<file path="src/hw/rtl/psec_pkg.sv">
`default_nettype none

package psec_pkg;

    localparam int COORD_BITS_DEF = 16;
    localparam int QUEUE_DEPTH    = 4;

    // operation codes passed from front to back
    localparam int OP_KIND_W = 2;
    typedef logic [OP_KIND_W-1:0] op_kind_t;
    localparam op_kind_t OP_VERT  = 2'd0;
    localparam op_kind_t OP_CROSS = 2'd1;
    localparam op_kind_t OP_END   = 2'd2;

    // clip side codes
    typedef logic [1:0] side_t;
    localparam side_t SIDE_Y_BELOW = 2'd0;
    localparam side_t SIDE_Y_ABOVE = 2'd1;
    localparam side_t SIDE_X_ABOVE = 2'd2;
    localparam side_t SIDE_X_BELOW = 2'd3;

    // configuration register indexes
    localparam int CFG_IDX_W = 1;
    typedef logic [CFG_IDX_W-1:0] cfg_idx_t;
    localparam cfg_idx_t CFG_SIDE = 1'd0;
    localparam cfg_idx_t CFG_LINE = 1'd1;

    function automatic logic side_is_y_axis(input side_t side);
        return (side == SIDE_Y_BELOW) || (side == SIDE_Y_ABOVE);
    endfunction

endpackage

`default_nettype wire

</file>
<file path="src/hw/rtl/psec_if.sv">
`default_nettype none

interface psec_vert_if #(parameter int COORD_BITS = psec_pkg::COORD_BITS_DEF);
    logic                         valid;
    logic                         ready;
    logic signed [COORD_BITS-1:0] vert_x;
    logic signed [COORD_BITS-1:0] vert_y;
    logic signed [COORD_BITS-1:0] vert_z;
    logic                         last_vertex;

    modport source (output valid, vert_x, vert_y, vert_z, last_vertex, input ready);
    modport sink (input valid, vert_x, vert_y, vert_z, last_vertex, output ready);
endinterface

interface psec_res_if #(parameter int COORD_BITS = psec_pkg::COORD_BITS_DEF);
    logic                         valid;
    logic                         ready;
    logic signed [COORD_BITS-1:0] out_x;
    logic signed [COORD_BITS-1:0] out_y;
    logic signed [COORD_BITS-1:0] out_z;
    logic                         last_out;
    logic                         all_clipped;

    modport source (output valid, out_x, out_y, out_z, last_out, all_clipped, input ready);
    modport sink (input valid, out_x, out_y, out_z, last_out, all_clipped, output ready);
endinterface

`default_nettype wire

</file>
<file path="src/hw/rtl/psec_queue.sv">
`default_nettype none

module psec_queue #(
    parameter int WIDTH = 8,
    parameter int DEPTH = psec_pkg::QUEUE_DEPTH
) (
    input  wire logic             clk,
    input  wire logic             rst_n,
    input  wire logic             wr_valid,
    output logic                  wr_ready,
    input  wire logic [WIDTH-1:0] wr_data,
    output logic                  rd_valid,
    input  wire logic             rd_ready,
    output logic [WIDTH-1:0]      rd_data
);
    localparam int PTR_W = $clog2(DEPTH);
    localparam int CNT_W = $clog2(DEPTH + 1);
    localparam logic [PTR_W-1:0] PTR_LAST = PTR_W'(DEPTH - 1);
    localparam logic [CNT_W-1:0] CNT_FULL = CNT_W'(DEPTH);

    logic [WIDTH-1:0] entry_reg [DEPTH];
    logic [PTR_W-1:0] wr_ptr_reg, wr_ptr_next;
    logic [PTR_W-1:0] rd_ptr_reg, rd_ptr_next;
    logic [CNT_W-1:0] count_reg, count_next;
    logic             do_wr;
    logic             do_rd;

    assign wr_ready = (count_reg != CNT_FULL);
    assign rd_valid = (count_reg != '0);
    assign rd_data  = entry_reg[rd_ptr_reg];
    assign do_wr    = wr_valid && wr_ready;
    assign do_rd    = rd_valid && rd_ready;

    always_comb
    begin
        wr_ptr_next = wr_ptr_reg;
        rd_ptr_next = rd_ptr_reg;
        count_next  = count_reg;
        if (do_wr)
        begin
            wr_ptr_next = (wr_ptr_reg == PTR_LAST) ? '0 : wr_ptr_reg + 1'b1;
        end
        if (do_rd)
        begin
            rd_ptr_next = (rd_ptr_reg == PTR_LAST) ? '0 : rd_ptr_reg + 1'b1;
        end
        if (do_wr && !do_rd)
        begin
            count_next = count_reg + 1'b1;
        end
        else if (do_rd && !do_wr)
        begin
            count_next = count_reg - 1'b1;
        end
    end

    always_ff @(posedge clk or negedge rst_n)
    begin
        if (!rst_n)
        begin
            wr_ptr_reg <= '0;
            rd_ptr_reg <= '0;
            count_reg  <= '0;
        end
        else
        begin
            wr_ptr_reg <= wr_ptr_next;
            rd_ptr_reg <= rd_ptr_next;
            count_reg  <= count_next;
        end
    end

    always_ff @(posedge clk)
    begin
        if (do_wr)
        begin
            entry_reg[wr_ptr_reg] <= wr_data;
        end
    end

endmodule

`default_nettype wire

</file>
<file path="src/hw/rtl/psec_front.sv">
`default_nettype none

module psec_front #(
    parameter int COORD_BITS = psec_pkg::COORD_BITS_DEF
) (
    input  wire logic                                  clk,
    input  wire logic                                  rst_n,
    input  wire psec_pkg::side_t                       side,
    input  wire logic signed [COORD_BITS-1:0]          line,
    psec_vert_if.sink                                  vert,
    output logic                                       op_valid,
    input  wire logic                                  op_ready,
    output logic [psec_pkg::OP_KIND_W+5*COORD_BITS-1:0] op_data
);
    import psec_pkg::*;

    localparam logic [2:0] F_IDLE = 3'd0;
    localparam logic [2:0] F_E1A  = 3'd1;
    localparam logic [2:0] F_E1B  = 3'd2;
    localparam logic [2:0] F_E2A  = 3'd3;
    localparam logic [2:0] F_E2B  = 3'd4;
    localparam logic [2:0] F_END  = 3'd5;

    logic [2:0] state_reg, state_next;
    logic       have_first_reg, have_first_next;
    logic       kept_last_reg, kept_last_next;
    logic       has_edge_reg, has_edge_next;
    logic       cur_last_reg, cur_last_next;

    logic signed [COORD_BITS-1:0] cur_x_reg, cur_y_reg, cur_z_reg;
    logic signed [COORD_BITS-1:0] first_x_reg, first_y_reg, first_z_reg;
    logic signed [COORD_BITS-1:0] prev_x_reg, prev_y_reg, prev_z_reg;

    logic                         accept;
    logic                         sel_e2;
    logic                         slot_a;
    logic                         slot_b;
    logic                         edge_on;
    logic                         axis_y;
    logic                         keep_low;
    logic signed [COORD_BITS-1:0] p_x, p_y, p_z, q_x, q_y, q_z;
    logic signed [COORD_BITS-1:0] a1, a2;
    logic                         crosses;
    logic                         k1;
    logic                         want_a;
    logic                         want_b;
    logic                         advance;
    op_kind_t                     op_kind;
    logic signed [COORD_BITS-1:0] v_x, v_y, v_z;

    assign vert.ready = (state_reg == F_IDLE);
    assign accept     = vert.valid && vert.ready;

    // first edge runs prev->cur, closing edge runs cur->first
    assign sel_e2  = (state_reg == F_E2A) || (state_reg == F_E2B);
    assign slot_a  = (state_reg == F_E1A) || (state_reg == F_E2A);
    assign slot_b  = (state_reg == F_E1B) || (state_reg == F_E2B);
    assign edge_on = sel_e2 || has_edge_reg;

    assign p_x = sel_e2 ? cur_x_reg : prev_x_reg;
    assign p_y = sel_e2 ? cur_y_reg : prev_y_reg;
    assign p_z = sel_e2 ? cur_z_reg : prev_z_reg;
    assign q_x = sel_e2 ? first_x_reg : cur_x_reg;
    assign q_y = sel_e2 ? first_y_reg : cur_y_reg;
    assign q_z = sel_e2 ? first_z_reg : cur_z_reg;

    assign axis_y   = side_is_y_axis(side);
    assign keep_low = (side == SIDE_Y_BELOW) || (side == SIDE_X_BELOW);
    assign a1       = axis_y ? p_y : p_x;
    assign a2       = axis_y ? q_y : q_x;
    assign crosses  = !(((a1 < line) && (a2 < line)) || ((a1 > line) && (a2 > line)));
    assign k1       = keep_low ? (a1 < line) : (a1 > line);

    // slot a: kept start or crossing of an entering edge
    assign want_a = edge_on && ((k1 && !kept_last_reg) || (crosses && !k1));
    // slot b: end vertex or crossing of a leaving edge; closing edge drops its end
    assign want_b = edge_on && ((k1 && crosses) || ((k1 ^ crosses) && !sel_e2));

    always_comb
    begin
        op_valid = 1'b0;
        op_kind  = OP_VERT;
        v_x      = p_x;
        v_y      = p_y;
        v_z      = p_z;
        if (slot_a)
        begin
            op_valid = want_a;
            op_kind  = k1 ? OP_VERT : OP_CROSS;
        end
        else if (slot_b)
        begin
            op_valid = want_b;
            if (!(k1 && crosses))
            begin
                v_x = q_x;
                v_y = q_y;
                v_z = q_z;
            end
            else
            begin
                op_kind = OP_CROSS;
            end
        end
        else if (state_reg == F_END)
        begin
            op_valid = 1'b1;
            op_kind  = OP_END;
        end
    end

    assign op_data = {op_kind, v_x, v_y, v_z, q_x, q_y};
    assign advance = !op_valid || op_ready;

    always_comb
    begin
        state_next      = state_reg;
        have_first_next = have_first_reg;
        kept_last_next  = kept_last_reg;
        has_edge_next   = has_edge_reg;
        cur_last_next   = cur_last_reg;
        unique case (state_reg)
            F_IDLE:
            begin
                if (accept)
                begin
                    cur_last_next   = vert.last_vertex;
                    has_edge_next   = have_first_reg;
                    have_first_next = 1'b1;
                    state_next      = F_E1A;
                end
            end
            F_E1A:
            begin
                if (advance)
                begin
                    state_next = F_E1B;
                end
            end
            F_E1B:
            begin
                if (advance)
                begin
                    if (has_edge_reg)
                    begin
                        kept_last_next = k1 ^ crosses;
                    end
                    state_next = cur_last_reg ? F_E2A : F_IDLE;
                end
            end
            F_E2A:
            begin
                if (advance)
                begin
                    state_next = F_E2B;
                end
            end
            F_E2B:
            begin
                if (advance)
                begin
                    state_next = F_END;
                end
            end
            F_END:
            begin
                if (op_ready)
                begin
                    have_first_next = 1'b0;
                    kept_last_next  = 1'b0;
                    state_next      = F_IDLE;
                end
            end
            default:
            begin
                state_next = F_IDLE;
            end
        endcase
    end

    always_ff @(posedge clk or negedge rst_n)
    begin
        if (!rst_n)
        begin
            state_reg      <= F_IDLE;
            have_first_reg <= 1'b0;
            kept_last_reg  <= 1'b0;
            has_edge_reg   <= 1'b0;
            cur_last_reg   <= 1'b0;
        end
        else
        begin
            state_reg      <= state_next;
            have_first_reg <= have_first_next;
            kept_last_reg  <= kept_last_next;
            has_edge_reg   <= has_edge_next;
            cur_last_reg   <= cur_last_next;
        end
    end

    always_ff @(posedge clk)
    begin
        if (accept)
        begin
            cur_x_reg <= vert.vert_x;
            cur_y_reg <= vert.vert_y;
            cur_z_reg <= vert.vert_z;
        end
        if (accept && !have_first_reg)
        begin
            first_x_reg <= vert.vert_x;
            first_y_reg <= vert.vert_y;
            first_z_reg <= vert.vert_z;
        end
        if ((state_reg == F_E1B) && advance)
        begin
            prev_x_reg <= cur_x_reg;
            prev_y_reg <= cur_y_reg;
            prev_z_reg <= cur_z_reg;
        end
    end

endmodule

`default_nettype wire

</file>
<file path="src/hw/rtl/psec_back.sv">
`default_nettype none

module psec_back #(
    parameter int COORD_BITS = psec_pkg::COORD_BITS_DEF
) (
    input  wire logic                                       clk,
    input  wire logic                                       rst_n,
    input  wire psec_pkg::side_t                            side,
    input  wire logic signed [COORD_BITS-1:0]               line,
    input  wire logic                                       op_valid,
    output logic                                            op_ready,
    input  wire logic [psec_pkg::OP_KIND_W+5*COORD_BITS-1:0] op_data,
    psec_res_if.source                                      res
);
    import psec_pkg::*;

    localparam int C     = COORD_BITS;
    localparam int CNT_W = $clog2(COORD_BITS + 1);
    localparam logic [CNT_W-1:0] CNT_LAST = CNT_W'(COORD_BITS);

    localparam logic [2:0] B_IDLE = 3'd0;
    localparam logic [2:0] B_MUL  = 3'd1;
    localparam logic [2:0] B_DIV  = 3'd2;
    localparam logic [2:0] B_FIX  = 3'd3;
    localparam logic [2:0] B_PUSH = 3'd4;

    logic [2:0]       state_reg, state_next;
    logic             held_valid_reg, held_valid_next;
    logic             out_valid_reg, out_valid_next;
    logic [CNT_W-1:0] cnt_reg, cnt_next;

    logic signed [C-1:0] held_x_reg, held_y_reg, held_z_reg;
    logic signed [C-1:0] cand_x_reg, cand_y_reg, cand_z_reg;
    logic signed [C-1:0] w1_reg;
    logic                neg_reg;
    logic [C:0]          mdw_reg, mdb_reg, mda_reg;
    logic [C:0]          rem_reg;
    logic [C:0]          quo_reg;
    logic signed [C-1:0] ox_reg, oy_reg, oz_reg;
    logic                olast_reg, oall_reg;

    op_kind_t            op_kind;
    logic signed [C-1:0] px, py, pz, qx, qy;
    logic                axis_y;
    logic signed [C-1:0] a1, a2, w1, w2;
    logic [C:0]          dw, db, da;
    logic [2*C+1:0]      prod;
    logic [C+1:0]        rem_sh;
    logic [C+1:0]        d_ext;
    logic [C+1:0]        rem_sub;
    logic                ge;
    logic [C+1:0]        wsum;

    logic                out_free;
    logic                pop;
    logic                load_cross;
    logic                load_held;
    logic                sel_cand;
    logic                emit;
    logic                emit_last;
    logic                emit_all;
    logic signed [C-1:0] emit_x, emit_y, emit_z;

    assign op_kind = op_data[OP_KIND_W+5*C-1 -: OP_KIND_W];
    assign px      = op_data[5*C-1 -: C];
    assign py      = op_data[4*C-1 -: C];
    assign pz      = op_data[3*C-1 -: C];
    assign qx      = op_data[2*C-1 -: C];
    assign qy      = op_data[C-1:0];

    assign axis_y = side_is_y_axis(side);
    assign a1     = axis_y ? py : px;
    assign a2     = axis_y ? qy : qx;
    assign w1     = axis_y ? px : py;
    assign w2     = axis_y ? qx : qy;

    assign dw = {w2[C-1], w2} - {w1[C-1], w1};
    assign db = {line[C-1], line} - {a1[C-1], a1};
    assign da = {a2[C-1], a2} - {a1[C-1], a1};

    assign prod = mdw_reg * mdb_reg;

    // restoring divide step, quotient bits shift into the low word
    assign rem_sh  = {rem_reg, quo_reg[C]};
    assign d_ext   = {1'b0, mda_reg};
    assign ge      = (rem_sh >= d_ext);
    assign rem_sub = rem_sh - d_ext;

    assign wsum = neg_reg ? ({{2{w1_reg[C-1]}}, w1_reg} - {1'b0, quo_reg})
                          : ({{2{w1_reg[C-1]}}, w1_reg} + {1'b0, quo_reg});

    assign out_free = !out_valid_reg || res.ready;
    assign sel_cand = (state_reg == B_PUSH);

    always_comb
    begin
        state_next      = state_reg;
        held_valid_next = held_valid_reg;
        cnt_next        = cnt_reg;
        pop             = 1'b0;
        load_cross      = 1'b0;
        load_held       = 1'b0;
        emit            = 1'b0;
        emit_last       = 1'b0;
        emit_all        = 1'b0;
        unique case (state_reg)
            B_IDLE:
            begin
                if (op_valid)
                begin
                    unique case (op_kind)
                        OP_VERT:
                        begin
                            if (!held_valid_reg || out_free)
                            begin
                                pop       = 1'b1;
                                emit      = held_valid_reg;
                                load_held = 1'b1;
                            end
                        end
                        OP_END:
                        begin
                            if (out_free)
                            begin
                                pop             = 1'b1;
                                emit            = 1'b1;
                                emit_last       = 1'b1;
                                emit_all        = !held_valid_reg;
                                held_valid_next = 1'b0;
                            end
                        end
                        OP_CROSS:
                        begin
                            pop        = 1'b1;
                            load_cross = 1'b1;
                            // an edge lying along the line crosses at its start
                            state_next = (a1 == a2) ? B_PUSH : B_MUL;
                        end
                        default:
                        begin
                            pop = 1'b1;
                        end
                    endcase
                end
            end
            B_MUL:
            begin
                cnt_next   = '0;
                state_next = B_DIV;
            end
            B_DIV:
            begin
                cnt_next = cnt_reg + 1'b1;
                if (cnt_reg == CNT_LAST)
                begin
                    state_next = B_FIX;
                end
            end
            B_FIX:
            begin
                state_next = B_PUSH;
            end
            B_PUSH:
            begin
                if (!held_valid_reg || out_free)
                begin
                    emit       = held_valid_reg;
                    load_held  = 1'b1;
                    state_next = B_IDLE;
                end
            end
            default:
            begin
                state_next = B_IDLE;
            end
        endcase
        if (load_held)
        begin
            held_valid_next = 1'b1;
        end
    end

    assign op_ready = pop;

    assign emit_x = emit_all ? '0 : held_x_reg;
    assign emit_y = emit_all ? '0 : held_y_reg;
    assign emit_z = emit_all ? '0 : held_z_reg;

    always_comb
    begin
        out_valid_next = out_valid_reg;
        if (emit)
        begin
            out_valid_next = 1'b1;
        end
        else if (res.ready)
        begin
            out_valid_next = 1'b0;
        end
    end

    always_ff @(posedge clk or negedge rst_n)
    begin
        if (!rst_n)
        begin
            state_reg      <= B_IDLE;
            held_valid_reg <= 1'b0;
            out_valid_reg  <= 1'b0;
            cnt_reg        <= '0;
        end
        else
        begin
            state_reg      <= state_next;
            held_valid_reg <= held_valid_next;
            out_valid_reg  <= out_valid_next;
            cnt_reg        <= cnt_next;
        end
    end

    always_ff @(posedge clk)
    begin
        if (load_cross)
        begin
            w1_reg     <= w1;
            neg_reg    <= dw[C] ^ db[C] ^ da[C];
            mdw_reg    <= dw[C] ? (~dw + 1'b1) : dw;
            mdb_reg    <= db[C] ? (~db + 1'b1) : db;
            mda_reg    <= da[C] ? (~da + 1'b1) : da;
            cand_x_reg <= axis_y ? w1 : line;
            cand_y_reg <= axis_y ? line : w1;
            cand_z_reg <= '0;
        end
        if (state_reg == B_MUL)
        begin
            rem_reg <= prod[2*C+1:C+1];
            quo_reg <= prod[C:0];
        end
        if (state_reg == B_DIV)
        begin
            rem_reg <= ge ? rem_sub[C:0] : rem_sh[C:0];
            quo_reg <= {quo_reg[C-1:0], ge};
        end
        if (state_reg == B_FIX)
        begin
            if (axis_y)
            begin
                cand_x_reg <= wsum[C-1:0];
            end
            else
            begin
                cand_y_reg <= wsum[C-1:0];
            end
        end
        if (load_held)
        begin
            held_x_reg <= sel_cand ? cand_x_reg : px;
            held_y_reg <= sel_cand ? cand_y_reg : py;
            held_z_reg <= sel_cand ? cand_z_reg : pz;
        end
        if (emit)
        begin
            ox_reg    <= emit_x;
            oy_reg    <= emit_y;
            oz_reg    <= emit_z;
            olast_reg <= emit_last;
            oall_reg  <= emit_all;
        end
    end

    assign res.valid       = out_valid_reg;
    assign res.out_x       = ox_reg;
    assign res.out_y       = oy_reg;
    assign res.out_z       = oz_reg;
    assign res.last_out    = olast_reg;
    assign res.all_clipped = oall_reg;

endmodule

`default_nettype wire

</file>
<file path="src/hw/rtl/polygon_single_edge_clipper.sv">
// the front steps a vertex through states E1A and E1B, a closing vertex also through
// E2A, E2B and END; the back takes a kept vertex in IDLE and builds a crossing point
// in MUL, DIV (restoring radix-2 divide of COORD_BITS+1 quotient bits), FIX and PUSH.
// results trail by one emitted vertex so the final one can carry last_out.
// reset: clears the polygon state, the op queue, the held vertex and both config
// registers (side 0, line 0).
`default_nettype none

module polygon_single_edge_clipper #(
    parameter int COORD_BITS = psec_pkg::COORD_BITS_DEF
) (
    input  wire logic                      clk,
    input  wire logic                      rst_n,
    psec_vert_if.sink                      vert,
    psec_res_if.source                     res,
    input  wire logic                      cfg_we,
    input  wire psec_pkg::cfg_idx_t        cfg_index,
    input  wire logic [COORD_BITS-1:0]     cfg_data
);
    import psec_pkg::*;

    localparam int OP_W = OP_KIND_W + 5 * COORD_BITS;

    side_t                        side_reg, side_next;
    logic signed [COORD_BITS-1:0] line_reg, line_next;

    logic            fq_valid, fq_ready;
    logic [OP_W-1:0] fq_data;
    logic            qb_valid, qb_ready;
    logic [OP_W-1:0] qb_data;

    always_comb
    begin
        side_next = side_reg;
        line_next = line_reg;
        if (cfg_we)
        begin
            unique case (cfg_index)
                CFG_SIDE: side_next = cfg_data[1:0];
                CFG_LINE: line_next = cfg_data;
                default:  side_next = side_reg;
            endcase
        end
    end

    always_ff @(posedge clk or negedge rst_n)
    begin
        if (!rst_n)
        begin
            side_reg <= SIDE_Y_BELOW;
            line_reg <= '0;
        end
        else
        begin
            side_reg <= side_next;
            line_reg <= line_next;
        end
    end

    psec_front #(
        .COORD_BITS(COORD_BITS)
    ) u_front (
        .clk      (clk),
        .rst_n    (rst_n),
        .side     (side_reg),
        .line     (line_reg),
        .vert     (vert),
        .op_valid (fq_valid),
        .op_ready (fq_ready),
        .op_data  (fq_data)
    );

    psec_queue #(
        .WIDTH(OP_W),
        .DEPTH(QUEUE_DEPTH)
    ) u_queue (
        .clk      (clk),
        .rst_n    (rst_n),
        .wr_valid (fq_valid),
        .wr_ready (fq_ready),
        .wr_data  (fq_data),
        .rd_valid (qb_valid),
        .rd_ready (qb_ready),
        .rd_data  (qb_data)
    );

    psec_back #(
        .COORD_BITS(COORD_BITS)
    ) u_back (
        .clk      (clk),
        .rst_n    (rst_n),
        .side     (side_reg),
        .line     (line_reg),
        .op_valid (qb_valid),
        .op_ready (qb_ready),
        .op_data  (qb_data),
        .res      (res)
    );

endmodule

`default_nettype wire

</file>
<file path="src/flat_wrapper.sv">
// flat-port wrapper written by rule: the top's interface ports become plain ports
module polygon_single_edge_clipper_flat import psec_pkg::*;
#(
    parameter int COORD_BITS = psec_pkg::COORD_BITS_DEF
)
  (clk, rst_n, cfg_we, cfg_index, cfg_data, vert_valid, vert_vert_x, vert_vert_y, vert_vert_z, vert_last_vertex, vert_ready, res_valid, res_out_x, res_out_y, res_out_z, res_last_out, res_all_clipped, res_ready);
  psec_vert_if #(.COORD_BITS(COORD_BITS)) vert_i ();
  psec_res_if #(.COORD_BITS(COORD_BITS)) res_i ();
  input  wire logic clk;
  input  wire logic rst_n;
  input  wire logic cfg_we;
  input  wire psec_pkg::cfg_idx_t cfg_index;
  input  wire logic [COORD_BITS-1:0] cfg_data;
  input wire logic [$bits(vert_i.valid)-1:0] vert_valid;
  input wire logic [$bits(vert_i.vert_x)-1:0] vert_vert_x;
  input wire logic [$bits(vert_i.vert_y)-1:0] vert_vert_y;
  input wire logic [$bits(vert_i.vert_z)-1:0] vert_vert_z;
  input wire logic [$bits(vert_i.last_vertex)-1:0] vert_last_vertex;
  output wire logic [$bits(vert_i.ready)-1:0] vert_ready;
  output wire logic [$bits(res_i.valid)-1:0] res_valid;
  output wire logic [$bits(res_i.out_x)-1:0] res_out_x;
  output wire logic [$bits(res_i.out_y)-1:0] res_out_y;
  output wire logic [$bits(res_i.out_z)-1:0] res_out_z;
  output wire logic [$bits(res_i.last_out)-1:0] res_last_out;
  output wire logic [$bits(res_i.all_clipped)-1:0] res_all_clipped;
  input wire logic [$bits(res_i.ready)-1:0] res_ready;
  assign vert_i.valid = vert_valid;
  assign vert_i.vert_x = vert_vert_x;
  assign vert_i.vert_y = vert_vert_y;
  assign vert_i.vert_z = vert_vert_z;
  assign vert_i.last_vertex = vert_last_vertex;
  assign vert_ready = vert_i.ready;
  assign res_valid = res_i.valid;
  assign res_out_x = res_i.out_x;
  assign res_out_y = res_i.out_y;
  assign res_out_z = res_i.out_z;
  assign res_last_out = res_i.last_out;
  assign res_all_clipped = res_i.all_clipped;
  assign res_i.ready = res_ready;
  polygon_single_edge_clipper #(.COORD_BITS(COORD_BITS)) u_core (.clk(clk), .rst_n(rst_n), .vert(vert_i), .res(res_i), .cfg_we(cfg_we), .cfg_index(cfg_index), .cfg_data(cfg_data));
endmodule
</file>
<file path="config.mk">
export PLATFORM = sky130hd
export DESIGN_NAME = polygon_single_edge_clipper_flat
export DESIGN_NICKNAME = d
export VERILOG_FILES = /design/src/hw/rtl/psec_pkg.sv /design/src/hw/rtl/psec_if.sv /design/src/hw/rtl/psec_queue.sv /design/src/hw/rtl/psec_front.sv /design/src/hw/rtl/psec_back.sv /design/src/hw/rtl/polygon_single_edge_clipper.sv /design/src/flat_wrapper.sv
export SDC_FILE = /design/constraint.sdc
export NUM_CORES = 2
export LEC_CHECK = 0
export BUFFER_PORTS_ARGS = -buffer_cell sky130_fd_sc_hd__buf_2
export CORE_MARGIN = 2
export CORE_UTILIZATION = 35
export DETAILED_ROUTE_END_ITERATION = 7
export PLACE_DENSITY = 0.6
export SYNTH_ARGS = -nofsm -noshare
export SYNTH_HDL_FRONTEND = slang
export SYNTH_SLANG_ARGS = --single-unit
</file>
<file path="constraint.sdc">
create_clock -name clk -period 8.55 [get_ports clk]
set_input_delay 0.855 -clock clk [delete_from_list [all_inputs] [get_ports clk]]
set_output_delay 0.855 -clock clk [all_outputs]
set_load 0.05 [all_outputs]
</file>
== Word level (Yosys, flattened, before mapping) ==
Memories as Yosys holds them, arrays and structs flattened.
Index checks and enable logic that the tools add are counted.

* Bits in writable memories: 328
* Logic and storage cells: 262
* Register bits after elaboration: 418
* Bits in latches: 0
* Output and inout port bits: 52
* Memories: 1
* Bits in read-only memories: 0

* Order comparisons: 5
* Add/sub/neg operators: 14
* Bitwise operators: 7
* Shift-type cells: 0
* $mul: 1
* Div/mod/pow operators: 0
* Eq/ne operators: 29
* Reductions and logical operators: 60
* Muxes and demuxes: 102

{| class="wikitable"
|+ Memories
! memory !! depth !! width !! rd ports !! clocked after Yosys merged registers in !! wr ports !! line !! text
|-
| u_core.u_queue.entry_reg || 4 || 82 || 1 || 0 || 1 || psec_queue.sv:21 || <nowiki>logic [WIDTH-1:0] entry_reg [DEPTH];</nowiki>
|}

{| class="wikitable"
|+ Operators with widths
! kind !! count
|-
| $mux W16 || 35
|-
| $mux W17 || 5
|-
| $add A17 B1 Y17 const B || 3
|-
| $not A17 Y17 || 3
|-
| $sub A16 B16 Y17 || 3
|-
| $mux W3 || 13
|-
| $mul A17 B17 Y34 || 1
|-
| $mux W1 || 34
|-
| $gt A16 B16 Y1 || 2
|-
| $lt A16 B16 Y1 || 2
|-
| $ge A18 B17 Y1 || 1
|-
| $pmux W3 S6 || 1
|-
| $reduce_bool A2 Y1 || 9
|-
| $sub A17 B17 Y17 || 1
|-
| $add A16 B16 Y16 || 1
|-
| $eq A16 B16 Y1 || 1
|-
| $sub A16 B16 Y16 || 1
|-
| $logic_and A1 B1 Y1 || 15
|-
| $pmux W3 S5 || 1
|-
| $ne A2 B2 Y1 const B || 7
|-
| $eq A3 B2 Y1 const B || 4
|-
| $logic_or A1 B1 Y1 || 12
|-
| $mux W2 || 6
|-
| $pmux W1 S2 || 6
|-
| 22 further kinds || 51
|}

== Longest topological paths before layout ==
* Depth in word-level cells: 19
* Mapped depth: 29
* Mapped depth without buffers: 27

== Hierarchy ==
A second synthesis with hierarchy kept.

* Cells, all modules: 3665
* Area total of the unflattened synthesis: 45353.5 sq um

{| class="wikitable"
|+ By module, submodules not included
! module !! area each (sq um) !! times used !! cells an instance
|-
| psec_back || 24935.2 || 1 || 2606
|-
| psec_queue || 12243.0 || 1 || 464
|-
| psec_front || 7460.9 || 1 || 556
|-
| polygon_single_edge_clipper || 714.4 || 1 || 39
|}

== Worst setup path before layout ==
OpenSTA, ideal clock, no wires.

* Path kind: input-to-reg
* Start: input vert_valid
* End: register u_core.u_front.first_x_reg[0], enable pin
* Path slack: -0.298 ns
* Data arrival time: 8.388 ns
* Stages: 2
* Setup time: 0.459 ns
* Cell sequence: nor4b_1 -> nor2b_1

* Longest elaborated chain between the ends: 2

{| class="wikitable"
|+ RTL lines
! element !! line !! text
|-
| start, declared || flat_wrapper.sv:14 || <nowiki>input wire logic [$bits(vert_i.valid)-1:0] vert_valid;</nowiki>
|-
| $logic_and A1 B1 Y1 || psec_front.sv:52 || <nowiki>assign accept = vert.valid && vert.ready;</nowiki>
|-
| $logic_and A1 B1 Y1 || psec_front.sv:209 || <nowiki>if (accept && !have_first_reg)</nowiki>
|-
| end signal, assigned || psec_front.sv:211 || <nowiki>first_x_reg <= vert.vert_x;</nowiki>
|-
| end, declared || psec_front.sv:31 || <nowiki>logic signed [COORD_BITS-1:0] first_x_reg, first_y_reg, first_z_reg;</nowiki>
|}

No other way between the ends.
A chain may end at the register's enable or synchronous reset.

== Final worst setup path ==
* Start: register u_core.u_back.mdb_reg[2]
* End: register u_core.u_back.rem_reg[8] (data pin)

* Longest elaborated chain between the ends: 3

{| class="wikitable"
|+ RTL lines
! element !! line !! text
|-
| start, declared || psec_back.sv:36 || <nowiki>logic [C:0] mdw_reg, mdb_reg, mda_reg;</nowiki>
|-
| start signal, assigned || psec_back.sv:227 || <nowiki>mdb_reg <= db[C] ? (~db + 1'b1) : db;</nowiki>
|-
| $mul A17 B17 Y34 || psec_back.sv:81 || <nowiki>assign prod = mdw_reg * mdb_reg;</nowiki>
|-
| $mux W17 || psec_back.sv:233 || <nowiki>if (state_reg == B_MUL)</nowiki>
|-
| $mux W17 || psec_back.sv:238 || <nowiki>if (state_reg == B_DIV)</nowiki>
|-
| end signal, assigned || psec_back.sv:235 || <nowiki>rem_reg <= prod[2*C+1:C+1];</nowiki>
|-
| end signal, assigned || psec_back.sv:240 || <nowiki>rem_reg <= ge ? rem_sub[C:0] : rem_sh[C:0];</nowiki>
|-
| end, declared || psec_back.sv:37 || <nowiki>logic [C:0] rem_reg;</nowiki>
|}

No other way between the ends. The select of a mux whose other input is x is not followed.

==> results.ini <==
[placement]
routabilityCongestion=0.9000
placed_area_um2=47690
port_buffers=122
dp_hpwl_um=85080

[setup_path]
r2r_end=u_core.u_back.rem_reg[8]
critPathLaunchType=flip-flop
cp-end-kind=flip-flop
worstSetupPathType=reg -> reg
r2r_start=u_core.u_back.mdb_reg[2]
cp_max_fo=17
cp-endpoint=u_core.u_back.rem_reg[8]
required_ns=8.93
r2r_slack_ns=1.44
startpoint=u_core.u_back.mdb_reg[2]
ff2ff_path_depth=20
crit_arrival_ns=7.49

[clock_network]
worstSkewPairLatency_ns=0.64
cts_buffers=82
clk_pin_slew_ns=0.06
postCtsResizedCells=0
clock_path_buffers=3
cts-root-buf=clkbuf_16
ctsHoldBuffers=0
htreeDepth=3
cts.sinks=746
cts_tree=built
post_cts_buffers=0

[route]
dr.max_layer_used=met5
drt_iter0_drc=2298
dr_wl_met3_um=7033
drc=0
drt-total-wl_um=114300
ant_nets=0
avgRoutedWirePerCell_um=20.43
wl_met1_um=51450
viasPerCell=5.170
firstDrtPassIters=6
met2_wirelength_um=52300
vias=28920

[finish]
nNetsFinal=4398
area_growth_pct=11.92
drive_above_1_share_pct=13.53
largest_register_ffs=328
nFillCells=12020
fin_util_pct=39.52
antennaDiodeCount=0
fin_area_um2=50460
seq_area_um2=21880
multi_input_area_um2=21330

[min_path]
hp-class=in -> async

[yosys]
synth-main-ff-cell=edfxtp_1
synth_edf_count=672
ys_seq_elements=746
async_flop_share_pct=5.630
synth_common_cells=edfxtp_1 (672), nand2_1 (395), inv_1 (377), nor2_1 (267), ha_1 (235)
syn_nets=4301
synth_top_area_cell=edfxtp_1
syn_area_per_cell_um2=11.98
synth-seq-area-share_pct=48.51
yosysWarnings=0
netlist_top_cells_area=edfxtp_1 (45%), fa_1 (10%), ha_1 (6.5%), mux4_2 (4.9%), nand2_1 (3.3%)
syn_area_um2=45090
synth_top_area_share_pct=44.76
synth.distinct_cells=76
synth_cells=3765
synth_most_common_cell=edfxtp_1

[sta]
fin_crit_ns=7.107
finalClockSkew_ns=0.04182
fmax_ghz=0.1407
slew_headroom_pct=20.62
setup_viol_count_final=0
max_slew.worst_pin.slew_ns=1.188
period_share_pct=83.13
drv_slew=0
fin_setup_tns_ns=0
hold_viol=0
rsz0062_at_grt=false
holdWs_ns=0.3754

[global_routing]
grt_max_degree=84
grt_pass1_wl_um=174600
grt_pass1_vias=28610
grt.overflow.total=0
grt_usage_pct=17.31
antenna_found_initial=3

[die]
fp.coreArea_um2=127700
die_area_um2=131700
dieHeight_um=362.9
io_pins=123
initial_utilization_pct=35.31
rows=131
die_w_um=362.9

[flow_run]
cap_violations=0

[outcome]
status=complete, no violations

cells in the final DEF, fill, tap and decap left out, types with 16 or more instances in the layout:
| master | n |
|---|---|
| edfxtp_1 | 672 |
| nand2_1 | 395 |
| inv_1 | 376 |
| nor2_1 | 265 |
| ha_1 | 235 |
| fa_1 | 230 |
| and2_1 | 194 |
| a21oi_1 | 146 |
| buf_2 | 122 |
| o21ai_0 | 115 |
| xnor2_1 | 104 |
| mux4_2 | 98 |
| mux2_2 | 94 |
| clkbuf_16 | 85 |
| a21o_1 | 55 |
| xor2_1 | 52 |
| o22ai_1 | 49 |
| mux2i_1 | 48 |
| o211ai_1 | 44 |
| buf_4 | 42 |
| nor2b_1 | 40 |
| dfrtp_1 | 40 |
| nor3_1 | 35 |
| dfxtp_1 | 32 |
| nand3_1 | 31 |
| and3_1 | 22 |
| nand2b_1 | 19 |
| a31oi_1 | 16 |
| clkinv_2 | 16 |
stage by stage:
stage | setup WS, ns | std cells
3_3_place_gp | 1.513 | 5440
3_5_place_dp | 1.407 | 5440
4_1_cts | 1.345 | 5594
2_1_floorplan | 1.097 | 3765
6_report | 1.443 | 5594
5_1_grt | 0.8321 | 5594
worst min path at each step:
stage                                      from                             end  slack [ns]  cells past startpoint
finish                                    rst_n      u_core.u_back.state_reg[2]        0.38                      2
global route                    vert_vert_x[13]  u_core.u_front.first_x_reg[13]        0.38                      1
CTS                              vert_vert_x[4]     u_core.u_front.cur_x_reg[4]        0.37                      1
detailed placement  u_core.u_front.cur_z_reg[8]    u_core.u_front.prev_z_reg[8]        0.43                      0
global placement    u_core.u_front.cur_z_reg[7]    u_core.u_front.prev_z_reg[7]        0.43                      0
floorplan           u_core.u_front.cur_z_reg[0]    u_core.u_front.prev_z_reg[0]        0.43                      0
cell families (layout without fill, tap and decap cells):
group / count (synthesis) / in the layout / share of synthesized area (%)
AND/OR/NAND/NOR: 1089 / 1089 / 11.41
flip-flops: 746 / 746 / 48.51
AO/OA/AOI/OAI: 536 / 536 / 7.518
buffers and inverters: 531 / 698 / 4.421
adder cells (fa/ha/maj): 465 / 465 / 16.73
multiplexers: 240 / 240 / 8.309
XOR/XNOR: 158 / 158 / 3.103
worst max-delay path: stages (launching register included):
cell and delay [ns]:
edfxtp_1 0.77, nand2_1 0.17, fa_1 0.53, fa_1 0.58, fa_1 0.46, fa_1 0.55, inv_1 0.06, fa_1 0.54
inv_1 0.06, fa_1 0.53, inv_1 0.04, ha_1 0.35, and3_1 0.23, a31oi_1 0.17, o21ai_0 0.09, a21oi_1 0.41
o21ai_0 0.32, a221oi_1 0.48, o21ai_0 0.24, xnor2_1 0.18, mux2i_1 0.08
per-layer routing:
metal	vias up	global-route usage [%]
li1	13430	-
met1	14520	24.67
met2	816	27.13
met3	155	2.638
met4	2	5.394
met5	-	0
cell type report:
| class | instances | area share, % |
|---|---|---|
| Sequential cell | 746 | 43.36 |
| Multi-Input combinational cell | 2488 | 42.27 |
| Clock buffer | 105 | 4.463 |
| Tap cell | 1662 | 4.121 |
| Inverter | 377 | 2.804 |
| Timing Repair Buffer | 167 | 1.954 |
| Clock inverter | 49 | 1.027 |
Power is left out: the tool's default activity adds up to more than one toggle a clock period on the data nets, which glitch-free logic cannot reach.
